==> src/hw/rtl/wsple_pkg.sv <==
// Shared types and codes for the WS2812 pixel line encoder.
package wsple_pkg;

  localparam int unsigned PIXEL_DEPTH_DEF  = 256;
  localparam int unsigned CLEAR_PIXELS_DEF = 300;
  localparam int unsigned BITS_PER_PIXEL   = 24;

  // Input action codes.
  localparam logic [2:0] ACT_IDLE  = 3'd0;
  localparam logic [2:0] ACT_WRITE = 3'd1;
  localparam logic [2:0] ACT_FILL  = 3'd2;
  localparam logic [2:0] ACT_SHOW  = 3'd3;
  localparam logic [2:0] ACT_CLEAR = 3'd4;

  // Configuration register indexes.
  localparam logic [2:0] REG_LIT_COUNT       = 3'd0;
  localparam logic [2:0] REG_ONE_HIGH_TICKS  = 3'd1;
  localparam logic [2:0] REG_ONE_LOW_TICKS   = 3'd2;
  localparam logic [2:0] REG_ZERO_HIGH_TICKS = 3'd3;
  localparam logic [2:0] REG_ZERO_LOW_TICKS  = 3'd4;

  typedef enum logic [2:0] {
    CMD_IDLE  = 3'd0,
    CMD_WRITE = 3'd1,
    CMD_FILL  = 3'd2,
    CMD_SHOW  = 3'd3,
    CMD_CLEAR = 3'd4,
    CMD_BAD   = 3'd5
  } cmd_t;

  typedef struct packed {
    cmd_t        cmd;
    logic [23:0] colour;
    logic [7:0]  index;
  } item_t;

  typedef struct packed {
    logic       line_level;
    logic       busy_res;
    logic       accepted;
    logic       frame_done;
  } res_t;

  typedef struct packed {
    logic [8:0] lit_count;
    logic [7:0] one_high_ticks;
    logic [7:0] one_low_ticks;
    logic [7:0] zero_high_ticks;
    logic [7:0] zero_low_ticks;
  } cfg_t;

endpackage

==> src/hw/rtl/wsple_queue.sv <==
// Two-entry queue between the decoder and the line engine.
module wsple_queue (
  input  logic             clk,
  input  logic             rst_n,
  input  logic             push_valid,
  output logic             push_stall,
  input  wsple_pkg::item_t push_item,
  output logic             pop_valid,
  input  logic             pop_ready,
  output wsple_pkg::item_t pop_item
);
  import wsple_pkg::*;

  item_t      slot_r [2];
  logic       wr_ptr_r;
  logic       rd_ptr_r;
  logic [1:0] count_r;
  logic       push;
  logic       pop;

  assign push_stall = (count_r == 2'd2);
  assign pop_valid  = (count_r != 2'd0);
  assign pop_item   = slot_r[rd_ptr_r];
  assign push       = push_valid && !push_stall;
  assign pop        = pop_valid && pop_ready;

  always_ff @(posedge clk) begin
    if (push) begin
      slot_r[wr_ptr_r] <= push_item;
    end
  end

  always_ff @(posedge clk) begin
    if (!rst_n) begin
      wr_ptr_r <= 1'b0;
      rd_ptr_r <= 1'b0;
      count_r  <= 2'd0;
    end else begin
      if (push) begin
        wr_ptr_r <= ~wr_ptr_r;
      end
      if (pop) begin
        rd_ptr_r <= ~rd_ptr_r;
      end
      count_r <= count_r + {1'b0, push} - {1'b0, pop};
    end
  end

endmodule

==> config.mk <==
export PLATFORM = sky130hd
export DESIGN_NAME = wsple_queue
export DESIGN_NICKNAME = d
export VERILOG_FILES = /design/src/hw/rtl/wsple_pkg.sv /design/src/hw/rtl/wsple_queue.sv
export SDC_FILE = /design/constraint.sdc
export NUM_CORES = 1
export LEC_CHECK = 0
export ABC_AREA = 1
export BUFFER_PORTS_ARGS = -buffer_cell sky130_fd_sc_hd__buf_4
export CAP_MARGIN = 20
export CORE_AREA = 2 2 91 93
export DETAILED_ROUTE_END_ITERATION = 12
export DIE_AREA = 0 0 93 95
export PLACE_DENSITY = 0.7
export SYNTH_ARGS = -nofsm -noshare
export SYNTH_HDL_FRONTEND = slang
export SYNTH_SLANG_ARGS = --single-unit
==> constraint.sdc <==
create_clock -name clk -period 5.2 [get_ports clk]
set_input_delay 1.3 -clock clk [delete_from_list [all_inputs] [get_ports clk]]
set_output_delay 1.3 -clock clk [all_outputs]
set_load 0.05 [all_outputs]
==> out/results.tsv <==
stage	metric	value	unit
grt	use_met2	0.1824	
synthesis	yosys.area.top_type	edfxtp_1	
clock_network	cts_resized	0	
floorplanning	rows	33	
floorplanning	dieArea	8835	um^2
sta	maxSlewViolCount	0	
synthesis	syn_nets	187	
synthesis	synth.area.top_cells	edfxtp_1, mux2_4, dfxtp_1	
synthesis	synthCells	146	
grt	grt_busiest_layer	met2	
synthesis	syn_area	2924	um^2
synthesis	synth.distinct_cells	12	
clock_network	clock_path_buffers	2	
grt	grtUsageMet3	0.04549	
synthesis	ys_ff_latch	75	
clock_network	clk-insertion-delay-late	0.34	ns
drt	dr.pass1.iters	3	
grt	grtUsageTotal	0.1121	
placed_design	gp_congestion	0.6097	
drt	drt_iter0_markers	77	
drt	routed_wl	4706	um
grt	grt_start_max_net_pins	36	
grt	overflow	0	
power_and_ir_drop	vdd_drop_max	0.0003219	V
clock_network	htreeDepth	3	
sta	fmax	318.4	MHz
critical_path	crit_type	flip-flop to output pin	
grt	grt_pass1_vias	1492	
min_path	hold_path.class	flip-flop to flip-flop	
synthesis	yosys-mux-area-fraction	0.1733	
critical_path	critPathTopFamily	flip-flops	
synthesis	synth_fa_ha_area_frac	0.008558	
cells_and_area	nets	272	
critical_path	worstPathArrival	1.84	ns
synthesis	yosysTopAreaCellShare	0.7189	
critical_path	cp_num_buf_inv	2	
critical_path	max_stage_delay	0.68	ns
synthesis	yosysSeqAreaShare	0.7531	
sta	finClkSkew	0.009601	ns
sta	fin_crit	3.141	ns
critical_path	worstPathCellList	buf_12 -> mux2_2 -> buf_4	
cells_and_area	layout-drive-gt1-share	0.5424	
cells_and_area	finalInstanceArea	3792	um^2
grt	met1_usage	0.1257	
floorplanning	die_y	95	um
outcome	status	completed	
drt	dr_total_vias	1471	
critical_path	cp_max_fo	20	
power_and_ir_drop	power.total	2.014	mW
clock_network	postCtsHoldBufs	0	
sta	slew_headroom	0.4969	
floorplanning	initial_core_util	0.3688	
clock_network	postCtsSetupRepairBufs	0	
cells_and_area	mostFrequentLayoutCell	buf_4	
placed_design	place_ws	2.334	ns
floorplanning	io-pin-count	76	
floorplanning	core-area	7928	um^2
critical_path	end_kind	output pin	
placed_design	io_buffers	75	
sta	finalSetupTns	0	ns
synthesis	avgSynthCellArea	20.03	um^2
sta	worst_pin_slew	0.7538	ns
grt	grt_pass1_wl	7127	um
synthesis	synth_top_family_by_area	multiplexers	
grt	antenna_found_initial	0	
critical_path	r2r-start	count_r[0]	
synthesis	ys_warn_count	0	
critical_path	critPathSlowestCell	dfxtp_2	
clock_network	clockRootBuffer	clkbuf_8	
sta	layout_setup_ws	2.059	ns
critical_path	startpoint_type	flip-flop	
placed_design	placed_area	3583	um^2
drt	vias_per_cell	4.314	
critical_path	crit_required	3.90	ns
clock_network	clk_pin_slew	0.07	ns
clock_network	cts-buffers-inserted	9	
power_and_ir_drop	power_leakage	1.521	nW
min_path	worstHoldStart	rd_ptr_r	
cells_and_area	final_cell_mix	buf_4, edfxtp_1, mux2_4	
drt	routedWlPerCell	13.80	um
power_and_ir_drop	pwr_density_cell	531.0	nW/um^2
clock_network	cts_sinks	75	
cells_and_area	n_antenna_cell	0	
cells_and_area	areaGrowthSynthToFinish	29.70	%
sta	grt_setup_unrepaired	false	
clock_network	cts_tree	built	
sta	setup_violations	0	
synthesis	yosys.area_share.xor_xnor	0	
sta	timing.final.crit_share	0.6040	
synthesis	synth-simple-area-share	0.02696	
sta	final-hold-violation-count	0	
run	drv_cap	0	
floorplanning	dieWidth	93	um
drt	ant_nets	0	
drt	drcViolationCount	0	
synthesis	synth-compound-area-share	0.003423	
placed_design	hpwl	3047	um
==> synthesized netlist by cell type (all sizes together) <==
| cell | n |
|---|---|
| nand3 | 3 |
| dfxtp | 5 |
| edfxtp | 70 |
| ha | 2 |
| buf | 4 |
| nand2 | 9 |
| a21oi | 2 |
| mux2 | 35 |
| nor2 | 8 |
| inv | 8 |
==> state kept, by name (all words and copies together), names as in the netlist, named ones only <==
name      flops
wr_ptr_r      1
rd_ptr_r      1
count_r       2
slot_r       70
==> layer usage <==
metal / vias up / part of all wire
li1: 711 / -
met1: 704 / 0.39
met2: 45 / 0.52
met3: 11 / 0.070
met4: 0 / 0.024
met5: - / 0
==> worst paths after layout <==
path              slack (ns)  cells after the start            to
hold / removal          0.50                      2      rd_ptr_r
setup / recovery        2.06                      3  pop_item[34]
setup reg to reg        3.28                      5  slot_r[1][3]
hold reg to reg         0.50                      2      rd_ptr_r
==> worst reg2reg max path: stages (launching register included) <==
cell and delay, ns:
dfxtp_1 0.35, inv_1 0.06, nand2_1 0.11, nand3_1 0.10, inv_1 0.57, buf_4 0.41
==> report_power, final <==
| part | switching, mW | internal, mW | total [mW] |
|---|---|---|---|
| clock | 0.194 | 0.234 | 0.428 |
| combinational | 0.484 | 0.291 | 0.775 |
| sequential | 0.0455 | 0.765 | 0.811 |
| total | 0.724 | 1.29 | 2.01 |
==> logic make-up after synthesis <==
| kind of cell | after synthesis |
|---|---|
| flops | 75 |
| simple gates | 20 |
| compound gates | 2 |
| fa+ha+maj | 2 |
| mux | 35 |
| buf+inv | 12 |
==> layout make-up <==
cell class	instances	area [um^2]
clock buffer	13	148.9
clock inverter	3	40.04
fill	696	4135
inverter	8	30.03
multi-input combinational	59	628.1
sequential	75	2203
tap	105	131.4
timing repair buffer	78	610.6
==> metrics by stage <==
step	std cells	util	hold slack [ns]
floorplan	146	-	0.4675
global placement	323	0.4495	0.4839
detailed placement	324	0.4520	0.4940
CTS	340	0.4759	0.5089
global route	341	0.4784	0.5333
finish	341	0.4784	0.4982
Power figures use the tool's default switching activity.
